===== src/hw/rtl/cbpm_pkg.sv =====
package cbpm_pkg;

    localparam int FRAMES_DEF       = 16;
    localparam int PAGE_ID_BITS_DEF = 32;
    localparam int PIN_BITS_DEF     = 8;

    localparam logic [1:0] REQ_FETCH   = 2'd0;
    localparam logic [1:0] REQ_UNPIN   = 2'd1;
    localparam logic [1:0] REQ_FLUSH   = 2'd2;
    localparam logic [1:0] REQ_INSTALL = 2'd3;

    localparam logic [1:0] STAT_HIT    = 2'd0;
    localparam logic [1:0] STAT_MISS   = 2'd1;
    localparam logic [1:0] STAT_ABSENT = 2'd2;
    localparam logic [1:0] STAT_PINNED = 2'd3;

    localparam logic [1:0] FILL_NONE = 2'd0;
    localparam logic [1:0] FILL_READ = 2'd1;
    localparam logic [1:0] FILL_INIT = 2'd2;

    typedef enum logic [2:0] {
        ST_IDLE,
        ST_SCAN,
        ST_DECIDE,
        ST_SW_RD,
        ST_SW_CHK,
        ST_OUT
    } state_t;

endpackage


===== src/hw/rtl/clock_buffer_pool_manager_core.sv =====
// channel  | direction | tdata (lsb up)                                  | tuser (lsb up)
// s_axis   | in        | page_id                                         | req_type, mark_dirty
// m_axis   | out       | frame_index, fill_kind, writeback,              | status
//          |           | writeback_page, result_page                     |
// Every item first scans all FRAMES frame records, one per cycle from the
// record memory, before a hit or a refused request is answered.
// A miss then runs the clock sweep, a read (ST_SW_RD) and then a check (ST_SW_CHK)
// per frame visited through the single read port, at most 2 * FRAMES visits.
// Reset marks all frames empty and sets the hand to zero; no clearing pass.
// A result waits in the output register while the next item is taken.
module clock_buffer_pool_manager_core
    import cbpm_pkg::*;
#(
    parameter int FRAMES       = FRAMES_DEF,
    parameter int PAGE_ID_BITS = PAGE_ID_BITS_DEF,
    parameter int PIN_BITS     = PIN_BITS_DEF,
    localparam int IDX_W   = (FRAMES > 1) ? $clog2(FRAMES) : 1,
    localparam int IN_W    = ((PAGE_ID_BITS + 7) / 8) * 8,
    localparam int OUT_RAW = IDX_W + 3 + 2 * PAGE_ID_BITS,
    localparam int OUT_W   = ((OUT_RAW + 7) / 8) * 8
)
(
    input  logic             clk,
    input  logic             rst_n,
    input  logic             s_axis_tvalid,
    output logic             s_axis_tready,
    input  logic [IN_W-1:0]  s_axis_tdata,  // page_id
    input  logic [2:0]       s_axis_tuser,  // req_type, mark_dirty
    output logic             m_axis_tvalid,
    input  logic             m_axis_tready,
    output logic [OUT_W-1:0] m_axis_tdata,  // frame_index, fill_kind, writeback,
                                            // writeback_page, result_page
    output logic [1:0]       m_axis_tuser   // status
);

    localparam int CNT_W = $clog2(FRAMES + 1);
    localparam int REC_W = PAGE_ID_BITS + 2 + PIN_BITS;
    localparam int REF_B = PIN_BITS;
    localparam int DRT_B = PIN_BITS + 1;
    localparam int TAG_L = PIN_BITS + 2;

    state_t state_reg, state_next;

    logic [1:0]              req_reg, req_next;
    logic [PAGE_ID_BITS-1:0] id_reg, id_next;
    logic                    mark_reg, mark_next;
    logic [CNT_W-1:0]        cnt_reg, cnt_next;
    logic                    hit_reg, hit_next;
    logic [IDX_W-1:0]        hit_idx_reg, hit_idx_next;
    logic [REC_W-1:0]        hit_rec_reg, hit_rec_next;
    logic                    free_reg, free_next;
    logic [IDX_W-1:0]        hand_reg, hand_next;
    logic [FRAMES-1:0]       valid_reg, valid_next;

    logic [1:0]              res_status_reg, res_status_next;
    logic [IDX_W-1:0]        res_frame_reg, res_frame_next;
    logic [1:0]              res_fill_reg, res_fill_next;
    logic                    res_wb_reg, res_wb_next;
    logic [PAGE_ID_BITS-1:0] res_wbp_reg, res_wbp_next;

    logic                    out_valid_reg, out_valid_next;
    logic [OUT_W-1:0]        out_tdata_reg, out_tdata_next;
    logic [1:0]              out_tuser_reg, out_tuser_next;

    logic [REC_W-1:0]        rec_mem [FRAMES];
    logic [REC_W-1:0]        rd_data_reg;
    logic [IDX_W-1:0]        mem_raddr;
    logic                    mem_we;
    logic [IDX_W-1:0]        mem_waddr;
    logic [REC_W-1:0]        mem_wdata;

    logic                    in_fire;
    logic                    out_load;
    logic [IDX_W-1:0]        chk_idx;
    logic [REC_W-1:0]        scan_rec;
    logic [REC_W-1:0]        hand_rec;
    logic [REC_W-1:0]        upd_rec;
    logic [PIN_BITS-1:0]     hit_pins;
    logic [IDX_W-1:0]        hand_inc;

    assign in_fire   = s_axis_tvalid && s_axis_tready;
    assign out_load  = (state_reg == ST_OUT) && (!out_valid_reg || m_axis_tready);
    assign chk_idx   = IDX_W'(cnt_reg - CNT_W'(1));
    assign scan_rec  = valid_reg[chk_idx] ? rd_data_reg : '0;
    assign hand_rec  = valid_reg[hand_reg] ? rd_data_reg : '0;
    assign hit_pins  = hit_rec_reg[PIN_BITS-1:0];
    assign hand_inc  = (hand_reg == IDX_W'(FRAMES - 1)) ? '0 : hand_reg + IDX_W'(1);

    assign s_axis_tready = (state_reg == ST_IDLE);
    assign m_axis_tvalid = out_valid_reg;
    assign m_axis_tdata  = out_tdata_reg;
    assign m_axis_tuser  = out_tuser_reg;

    always_comb
    begin
        if (state_reg == ST_SW_RD)
        begin
            mem_raddr = hand_reg;
        end
        else if (cnt_reg < CNT_W'(FRAMES))
        begin
            mem_raddr = cnt_reg[IDX_W-1:0];
        end
        else
        begin
            mem_raddr = '0;
        end
    end

    always_ff @(posedge clk)
    begin
        if (mem_we)
        begin
            rec_mem[mem_waddr] <= mem_wdata;
        end
        rd_data_reg <= rec_mem[mem_raddr];
    end

    always_comb
    begin
        state_next = state_reg;
        unique case (state_reg)
            ST_IDLE:
            begin
                if (in_fire)
                begin
                    state_next = ST_SCAN;
                end
            end
            ST_SCAN:
            begin
                if (cnt_reg == CNT_W'(FRAMES))
                begin
                    state_next = ST_DECIDE;
                end
            end
            ST_DECIDE:
            begin
                if (hit_reg || req_reg == REQ_UNPIN || req_reg == REQ_FLUSH || !free_reg)
                begin
                    state_next = ST_OUT;
                end
                else
                begin
                    state_next = ST_SW_RD;
                end
            end
            ST_SW_RD:
            begin
                state_next = ST_SW_CHK;
            end
            ST_SW_CHK:
            begin
                if (hand_rec[PIN_BITS-1:0] != '0 || hand_rec[REF_B])
                begin
                    state_next = ST_SW_RD;
                end
                else
                begin
                    state_next = ST_OUT;
                end
            end
            ST_OUT:
            begin
                if (out_load)
                begin
                    state_next = ST_IDLE;
                end
            end
            default:
            begin
                state_next = ST_IDLE;
            end
        endcase
    end

    always_comb
    begin
        req_next        = req_reg;
        id_next         = id_reg;
        mark_next       = mark_reg;
        cnt_next        = cnt_reg;
        hit_next        = hit_reg;
        hit_idx_next    = hit_idx_reg;
        hit_rec_next    = hit_rec_reg;
        free_next       = free_reg;
        hand_next       = hand_reg;
        valid_next      = valid_reg;
        res_status_next = res_status_reg;
        res_frame_next  = res_frame_reg;
        res_fill_next   = res_fill_reg;
        res_wb_next     = res_wb_reg;
        res_wbp_next    = res_wbp_reg;
        out_valid_next  = out_valid_reg;
        out_tdata_next  = out_tdata_reg;
        out_tuser_next  = out_tuser_reg;
        mem_we          = 1'b0;
        mem_waddr       = hand_reg;
        mem_wdata       = '0;
        upd_rec         = hit_rec_reg;

        if (out_valid_reg && m_axis_tready)
        begin
            out_valid_next = 1'b0;
        end

        unique case (state_reg)
            ST_IDLE:
            begin
                if (in_fire)
                begin
                    req_next  = s_axis_tuser[1:0];
                    mark_next = s_axis_tuser[2];
                    id_next   = s_axis_tdata[PAGE_ID_BITS-1:0];
                    cnt_next  = '0;
                    hit_next  = 1'b0;
                    free_next = 1'b0;
                end
            end
            ST_SCAN:
            begin
                cnt_next = cnt_reg + CNT_W'(1);
                if (cnt_reg != '0)
                begin
                    if (valid_reg[chk_idx] && !hit_reg
                        && rd_data_reg[REC_W-1:TAG_L] == id_reg)
                    begin
                        hit_next     = 1'b1;
                        hit_idx_next = chk_idx;
                        hit_rec_next = rd_data_reg;
                    end
                    if (scan_rec[PIN_BITS-1:0] == '0)
                    begin
                        free_next = 1'b1;
                    end
                end
            end
            ST_DECIDE:
            begin
                res_frame_next  = '0;
                res_fill_next   = FILL_NONE;
                res_wb_next     = 1'b0;
                res_wbp_next    = '0;
                if (hit_reg)
                begin
                    res_status_next = STAT_HIT;
                    res_frame_next  = hit_idx_reg;
                    unique case (req_reg)
                        REQ_UNPIN:
                        begin
                            if (hit_pins != '0)
                            begin
                                upd_rec[PIN_BITS-1:0] = hit_pins - PIN_BITS'(1);
                            end
                            if (mark_reg)
                            begin
                                upd_rec[DRT_B] = 1'b1;
                            end
                        end
                        REQ_FLUSH:
                        begin
                            upd_rec[DRT_B] = 1'b0;
                            res_wb_next    = 1'b1;
                            res_wbp_next   = id_reg;
                        end
                        REQ_FETCH, REQ_INSTALL:
                        begin
                            upd_rec[REF_B] = 1'b1;
                            if (hit_pins != '1)
                            begin
                                upd_rec[PIN_BITS-1:0] = hit_pins + PIN_BITS'(1);
                            end
                            if (req_reg == REQ_INSTALL)
                            begin
                                upd_rec[DRT_B] = 1'b0;
                                res_fill_next  = FILL_INIT;
                            end
                        end
                        default:
                        begin
                            upd_rec = hit_rec_reg;
                        end
                    endcase
                    mem_we    = 1'b1;
                    mem_waddr = hit_idx_reg;
                    mem_wdata = upd_rec;
                end
                else if (req_reg == REQ_UNPIN || req_reg == REQ_FLUSH)
                begin
                    res_status_next = STAT_ABSENT;
                end
                else if (!free_reg)
                begin
                    res_status_next = STAT_PINNED;
                end
            end
            ST_SW_RD:
            begin
                res_status_next = STAT_MISS;
            end
            ST_SW_CHK:
            begin
                hand_next = hand_inc;
                if (hand_rec[PIN_BITS-1:0] != '0)
                begin
                    mem_we = 1'b0;
                end
                else if (hand_rec[REF_B])
                begin
                    mem_we         = 1'b1;
                    mem_waddr      = hand_reg;
                    mem_wdata      = hand_rec;
                    mem_wdata[REF_B] = 1'b0;
                end
                else
                begin
                    mem_we     = 1'b1;
                    mem_waddr  = hand_reg;
                    mem_wdata  = {id_reg, 1'b0, 1'b1, PIN_BITS'(1)};
                    valid_next[hand_reg] = 1'b1;
                    res_frame_next = hand_reg;
                    res_fill_next  = (req_reg == REQ_INSTALL) ? FILL_INIT : FILL_READ;
                    res_wb_next    = valid_reg[hand_reg] && hand_rec[DRT_B];
                    res_wbp_next   = (valid_reg[hand_reg] && hand_rec[DRT_B])
                                     ? hand_rec[REC_W-1:TAG_L] : '0;
                end
            end
            ST_OUT:
            begin
                if (out_load)
                begin
                    out_valid_next = 1'b1;
                    out_tuser_next = res_status_reg;
                    out_tdata_next = OUT_W'({id_reg, res_wbp_reg, res_wb_reg,
                                             res_fill_reg, res_frame_reg});
                end
            end
            default:
            begin
                mem_we = 1'b0;
            end
        endcase
    end

    always_ff @(posedge clk or negedge rst_n)
    begin
        if (!rst_n)
        begin
            state_reg     <= ST_IDLE;
            hand_reg      <= '0;
            valid_reg     <= '0;
            out_valid_reg <= 1'b0;
            cnt_reg       <= '0;
            hit_reg       <= 1'b0;
            free_reg      <= 1'b0;
        end
        else
        begin
            state_reg     <= state_next;
            hand_reg      <= hand_next;
            valid_reg     <= valid_next;
            out_valid_reg <= out_valid_next;
            cnt_reg       <= cnt_next;
            hit_reg       <= hit_next;
            free_reg      <= free_next;
        end
    end

    always_ff @(posedge clk)
    begin
        req_reg        <= req_next;
        id_reg         <= id_next;
        mark_reg       <= mark_next;
        hit_idx_reg    <= hit_idx_next;
        hit_rec_reg    <= hit_rec_next;
        res_status_reg <= res_status_next;
        res_frame_reg  <= res_frame_next;
        res_fill_reg   <= res_fill_next;
        res_wb_reg     <= res_wb_next;
        res_wbp_reg    <= res_wbp_next;
        out_tdata_reg  <= out_tdata_next;
        out_tuser_reg  <= out_tuser_next;
    end

endmodule


===== config.mk =====
export PLATFORM = sky130hd
export DESIGN_NAME = clock_buffer_pool_manager_core
export DESIGN_NICKNAME = d
export VERILOG_FILES = /design/src/hw/rtl/cbpm_pkg.sv /design/src/hw/rtl/clock_buffer_pool_manager_core.sv
export SDC_FILE = /design/constraint.sdc
export NUM_CORES = 1
export LEC_CHECK = 0
export BUFFER_PORTS_ARGS = -buffer_cell sky130_fd_sc_hd__buf_2
export CORE_AREA = 3 3 365 367
export DETAILED_ROUTE_END_ITERATION = 16
export DIE_AREA = 0 0 368 370
export PLACE_DENSITY = 0.48
export SYNTH_ARGS = -nofsm -noshare
export SYNTH_HDL_FRONTEND = slang
export SYNTH_SLANG_ARGS = --single-unit
export TNS_END_PERCENT = 5

===== constraint.sdc =====
create_clock -name clk -period 6.2 [get_ports clk]
set_input_delay 0 -clock clk [delete_from_list [all_inputs] [get_ports clk]]
set_output_delay 0 -clock clk [all_outputs]
set_load 0.01 [all_outputs]

Word level (Yosys, flattened, before mapping)
Memories as Yosys holds them, arrays and structs flattened. A register that Yosys moved wholly into a read port is not among the register bits. Cells that the tools add are included.

Mux-type cells: 73. Divide/modulo/power cells: 0. Multiply operators: 0. Shift-type cells: 0. Reduce and logical (&&, ||, !) cells: 36. Eq/ne operators: 21. $lt $le $gt $ge: 4. Bitwise gates (word level): 3. Add/subtract/negate cells: 5.

Operator list (count): 42-bit 2-to-1 mux (4); 32-bit 2-to-1 mux (5); 42-bit one-hot mux with 2 select lines (1); 32-bit one-hot mux with 2 select lines (1); 32-bit equality test (1); 4-bit 2-to-1 mux (8); 8-bit 2-to-1 mux (3); 1-bit 2-to-1 mux (22); 2-bit 2-to-1 mux (9); 3-bit one-hot mux with 6 select lines (1); 16-bit bitwise OR (1); 8-bit one-hot mux with 2 select lines (1); 8-bit nonzero test (2); 3-bit 2-to-1 mux (5); 2-bit inequality test, second input constant (7); 3-bit AND reduction (4); 4-bit by 5-bit less-than comparator with 1-bit output, second input constant (2); 5-bit one-hot mux with 2 select lines (1); 8-bit by 1-bit adder with 8-bit output, second input constant (1); 1-bit binary-select mux with 4-bit select (2); 8-bit zero test (1); 8-bit inequality test, second input constant (1); 1-bit one-hot mux with 2 select lines (4); 2-bit one-hot mux with 2 select lines (2); 30 further kinds (53).

Memories kept: 1. Bits in writable memories: 672. ROM bits: 0. Output and inout bits: 76. Word-level logic and storage cells: 162. Latch bits: 0. Register bits: 226. Bits of input ports: 39.

Memory list: rec_mem (depth 16, width 42, rd ports 1, clocked after Yosys merged registers in 1, wr ports 1, line clock_buffer_pool_manager_core.sv:65) `logic [REC_W-1:0] rec_mem [FRAMES];`.

Logic depth before layout (Yosys ltp)
Word-level depth: 8. Mapped depth: 9. Gate-level depth less buffers: 7.

Least setup slack after synthesis
OpenSTA, ideal clock, no wires.

Kind: register -> register. From: register state_reg[0]. To: register out_tdata_reg[0], in the netlist m_axis_tdata[0], enable pin. Path slack: -0.515 ns. Cell stages (with the launch flop): 4. Period minus slack after synthesis: 6.715 ns. Arrival: 6.107 ns. Path buffers: 1. Setup time: 0.609 ns. Required time: 5.591 ns. Cells stage by stage: dfrtp_1 clkbuf_1 inv_1 nor3b_1.

Cells in the longest elaborated chain, start to end: 3.

Ends and longest elaborated chain: from (decl) (line clock_buffer_pool_manager_core.sv:42) `state_t state_reg, state_next;`; from (signal assigned) (line clock_buffer_pool_manager_core.sv:359) `state_reg <= state_next;`; 3-bit equality test (*) (line clock_buffer_pool_manager_core.sv:82, clock_buffer_pool_manager_core.sv:207); 1-bit logical AND (line clock_buffer_pool_manager_core.sv:82) `assign out_load = (state_reg == ST_OUT) && (!out_valid_reg || m_axis_tready);`; 2-bit AND reduction (no line) (*); to (signal assigned) (line clock_buffer_pool_manager_core.sv:381) `out_tdata_reg <= out_tdata_next;`; to (decl) (line clock_buffer_pool_manager_core.sv:62) `logic [OUT_W-1:0] out_tdata_reg, out_tdata_next;`.

Every way passes the cells marked *; elsewhere a longest branch is shown, timed or not. A chain may end at the register's enable or synchronous reset.

Worst setup path after layout
From: register hand_reg[1]. To: memory rec_mem[1][25] (netlist name), enable pin.

Cells in the longest elaborated chain, start to end: 8. Elaborated cells on any way between the ends: 10. Classes of those cells: mux: 9; reduce/logical: 1.

Ends and longest elaborated chain: from (decl) (line clock_buffer_pool_manager_core.sv:52) `logic [IDX_W-1:0] hand_reg, hand_next;`; from (signal assigned) (line clock_buffer_pool_manager_core.sv:360) `hand_reg <= hand_next;`; 1-bit binary-select mux with 4-bit select (line clock_buffer_pool_manager_core.sv:85) `assign hand_rec = valid_reg[hand_reg] ? rd_data_reg : '0;`; 1-bit 2-to-1 mux (implied by the code) (line clock_buffer_pool_manager_core.sv:85); 42-bit 2-to-1 mux (line clock_buffer_pool_manager_core.sv:85); 8-bit nonzero test (line clock_buffer_pool_manager_core.sv:304) `if (hand_rec[PIN_BITS-1:0] != '0)`; 1-bit 2-to-1 mux (line clock_buffer_pool_manager_core.sv:304); 1-bit one-hot mux with 2 select lines (line clock_buffer_pool_manager_core.sv:207) `unique case (state_reg)`; 1-bit 2-to-1 mux (line clock_buffer_pool_manager_core.sv:112) `if (mem_we)`; 1-bit 2-to-1 mux (implied by the code) (line clock_buffer_pool_manager_core.sv:114) `rec_mem[mem_waddr] <= mem_wdata;`; to (decl) (line clock_buffer_pool_manager_core.sv:65).

Parallel ways exist; a longest one is shown, timed or not. The select of a mux whose other input is x is not followed.

==> summary.txt <==
Die
  – Die ar.: 136,000 um2
  – # rows: 132
  – IO Pins: 115
  – Total core area: 130,000 um2
  – Initial Utilization: 0.280
  – Die Ht: 370 um
  – Die width: 368 um

STA
  – Fmax: 233 MHz
  – Min Hold Slack: 67.7 ps
  – Relative slew margins: 0.222
  – Slew at the pin with the worst max-slew slack: 1170 ps
  – Final Max Slew Viols: 0
  – Finish-stage setup viols: 0
  – Clk_skew: 18.6 ps
  – Fin crit period: 4280 ps
  – Setup TNS: 0 ps
  – Crit share post-route: 0.691
  – Fin. Hold Viols: 0
  – RSZ-0062 raised after global routing: false

Placed design
  – # port buffers: 113
  – GPL Wtd Cong: 0.840
  – Hpwl dp: 57.3 mm

CTS
  – Root Driver: clkbuf_16
  – Longest Clk Path Bufs: 3
  – Clk sink count: 940
  – TritonCTS clock tree: done
  – CTS buffer count: 93
  – Setup Fix Bufs, Post-CTS: 0
  – CTS HTree Levels: 3
  – Clock latency on the worst-skew pair: 650 ps
  – CTS clk-pin slew, worst paths: 60 ps
  – Post-CTS Resized: 0

Worst setup path
  – Worst path required time: 6530 ps
  – Worst Path Max Fanout: 34
  – Crit end category: flop
  – Worst path arrival time: 4620 ps
  – Setup crit start kind: flop
  – Reg2reg end: rec_mem[1][25]$_DFFE_PP_
  – Reg-to-Reg Start: hand_reg[1]$_DFFE_PN0P_
  – R2R cell count: 7
  – Worst reg2reg setup slack: 1920 ps
  – CP Class: reg2reg

Final layout
  – Most common cell after layout, fill and taps aside: edfxtp_1
  – Layout cell share with drive strength beyond 1: 0.177
  – Nets: 2,280
  – Biggest register: rec_mem
  – Number of antenna diodes: 0
  – Most frequent cells in the layout: edfxtp_1 (867), mux2i_1 (346), o22ai_1 (169), buf_2 (113), clkbuf_16 (99)
  – Filler Cell Count: 12,400
  – Max reg flops: 672
  – Area delta synth->final: 17.4%

GRT
  – Vias in the first global route: 18,900
  – First-pass GRT wire length: 131 mm
  – Total grt overflow: 0
  – Met2 Resource Use GR: 0.186
  – Largest net degree at the start of global routing: 109
  – Gr usage total: 0.127
  – GRT met3 Usage: 0.0183
  – GR Util met1: 0.196
  – Initial antenna violation count: 9
  – GRT busiest layer: met1

Detailed routing
  – DRT Pass-1 Iters: 7
  – Final WL: 88.9 mm
  – Via count: 19,100
  – Number of routed nets with antenna violations: 0
  – # DRC: 0
  – 1st-iter DRT viols: 1,663
  – Avg WL per Cell: 22.0 um
  – Via density: 4.73

Logic synthesis
  – Post-synth top flop: edfxtp_1
  – Synth Warn #: 0
  – Top-area cell type share of the netlist area: 0.716
  – Yosys reg bits: 940
  – Post-synthesis cell area: 36,400 um2
  – Seq/Total Area, Yosys: 0.760
  – Largest area contributor in the netlist: edfxtp_1
  – Avg Inst Size Synth: 17.7 um2
  – FFs w/ async S/R, synth: 0.0330
  – Syn Inst Count: 2,058
  – Library cells used by synthesis: 64
  – Syn Nets: 2,111
  – Number of enable flip-flop cells after synthesis: 867
  – Cells taking the most area after synthesis: edfxtp_1 (72%), mux2i_1 (9.5%), o22ai_1 (2.9%)

Power
  – Max rail drop VDD: 0.279 mV
  – Combinational Power Share: 0.225
  – Flop pwr share: 0.438
  – P_sw: 5060 uW
  – Power per cell area: 406 nW/um2
  – Sw Ratio: 0.292
  – Power Internal: 12,300 uW
  – P_leak: 0.0157 uW
  – Clock power frac: 0.338

Hold path
  – Hold path depth: 2
  – Min-delay src: s_axis_tdata[18]
  – Min-delay worst type: in2reg
  – Worst Hold End: id_reg[18]$_DFFE_PP_

Job
  – Max-Cap Viols: 0

Status
  – Status: finished, final reports clean
power groups by stage:
stage	Combinational (uW)	Clock [uW]	Sequential, uW
6_report	3890	5850	7580
5_1_grt	4160	6260	7610
4_1_cts	3920	6010	7580
3_5_place_dp	3880	0	7710
3_3_place_gp	3870	0	7700
2_1_floorplan	2690	0	7540
metrics by stage:
step | utilization | cells | instance area, um2 | total power [uW] | setup WS, ps
CTS | 0.329 | 4047 | 42700 | 17500 | 1840
global placement | 0.301 | 3833 | 39100 | 11600 | 1900
global route | 0.329 | 4047 | 42700 | 18000 | 1720
detailed placement | 0.301 | 3833 | 39100 | 11600 | 1880
floorplan | - | 2058 | 36400 | 10200 | 2020
finish | 0.329 | 4047 | 42700 | 17300 | 1920
worst max-delay path by stage:
stage | from | endpoint | slack, ps | cells after the start
3_3_place_gp | hand_reg[1]$_DFFE_PN0P_ | rec_mem[1][23]$_DFFE_PP_ | 1900 | 7
5_1_grt | hand_reg[1]$_DFFE_PN0P_ | rec_mem[1][25]$_DFFE_PP_ | 1720 | 7
6_report | hand_reg[1]$_DFFE_PN0P_ | rec_mem[1][25]$_DFFE_PP_ | 1920 | 7
3_5_place_dp | hand_reg[1]$_DFFE_PN0P_ | rec_mem[1][26]$_DFFE_PP_ | 1880 | 7
4_1_cts | hand_reg[1]$_DFFE_PN0P_ | rec_mem[7][0]$_DFFE_PP_ | 1840 | 8
2_1_floorplan | hand_reg[1]$_DFFE_PN0P_ | rec_mem[14][0]$_DFFE_PP_ | 2020 | 6
cells in the mapped netlist (4+ instances only):
library cell / number
nand2b_1: 5
nor4_1: 11
buf_4: 17
buf_6: 8
edfxtp_1: 867
nand3b_1: 4
or3_1: 4
buf_2: 40
ha_1: 14
nand4_1: 4
mux2i_1: 347
and2_1: 4
nand3_1: 19
nor3_1: 10
o21bai_1: 4
o21ai_0: 22
nor2b_1: 6
and3_1: 7
nor2_1: 37
dfxtp_1: 42
mux4_2: 6
inv_1: 23
clkbuf_1: 48
a21oi_1: 9
nand2_1: 36
a22o_1: 65
xor2_1: 27
o22ai_1: 169
o31ai_1: 5
a31oi_1: 10
dfrtp_1: 31
a31o_2: 18
or4_1: 44
mux2_2: 40
xnor2_1: 6
worst max-delay path: stages (launching register included):
cell	delay (ps)
dfrtp_1	740
mux4_2	600
a2bb2oi_2	190
a221oi_4	270
buf_4	440
a21oi_2	370
nor2_4	950
buf_4	370
metal layers:
layer | vias to the layer above | share of wire
met1 | 9862 | 0.50
met5 | - | 0
li1 | 8621 | -
met4 | 0 | 0.016
met3 | 103 | 0.054
met2 | 543 | 0.43
area by class of cell:
type | count | area (um2) | share of cell area
sequential | 940 | 27700 | 0.647
multi-input combinational | 979 | 8280 | 0.194
clock buffer | 117 | 2590 | 0.0608
tap | 1742 | 2180 | 0.0510
timing repair buffer | 189 | 1290 | 0.0302
clock inverter | 56 | 627 | 0.0147
inverter | 24 | 90.1 | 0.00211
cell families (layout without fill, tap and decap cells):
| group | Yosys count | count (layout) | synth area share |
|---|---|---|---|
| compound gates | 334 | 334 | 0.0650 |
| xor+xnor | 33 | 33 | 0.00794 |
| buf+inv | 139 | 386 | 0.0191 |
| fa+ha+maj | 14 | 14 | 0.00481 |
| simple gates | 202 | 202 | 0.0308 |
| other cells | 1 | 1 | 0.000103 |
| mux | 395 | 395 | 0.112 |
| flops | 940 | 940 | 0.760 |
repair_timing:
item                                    in CTS  in global routing
endpoints found under the setup margin       0                  0
endpoints found under the hold margin       77                  0
hold buffers                                41                  0
Note: power is estimated with default switching activity, not from simulation.
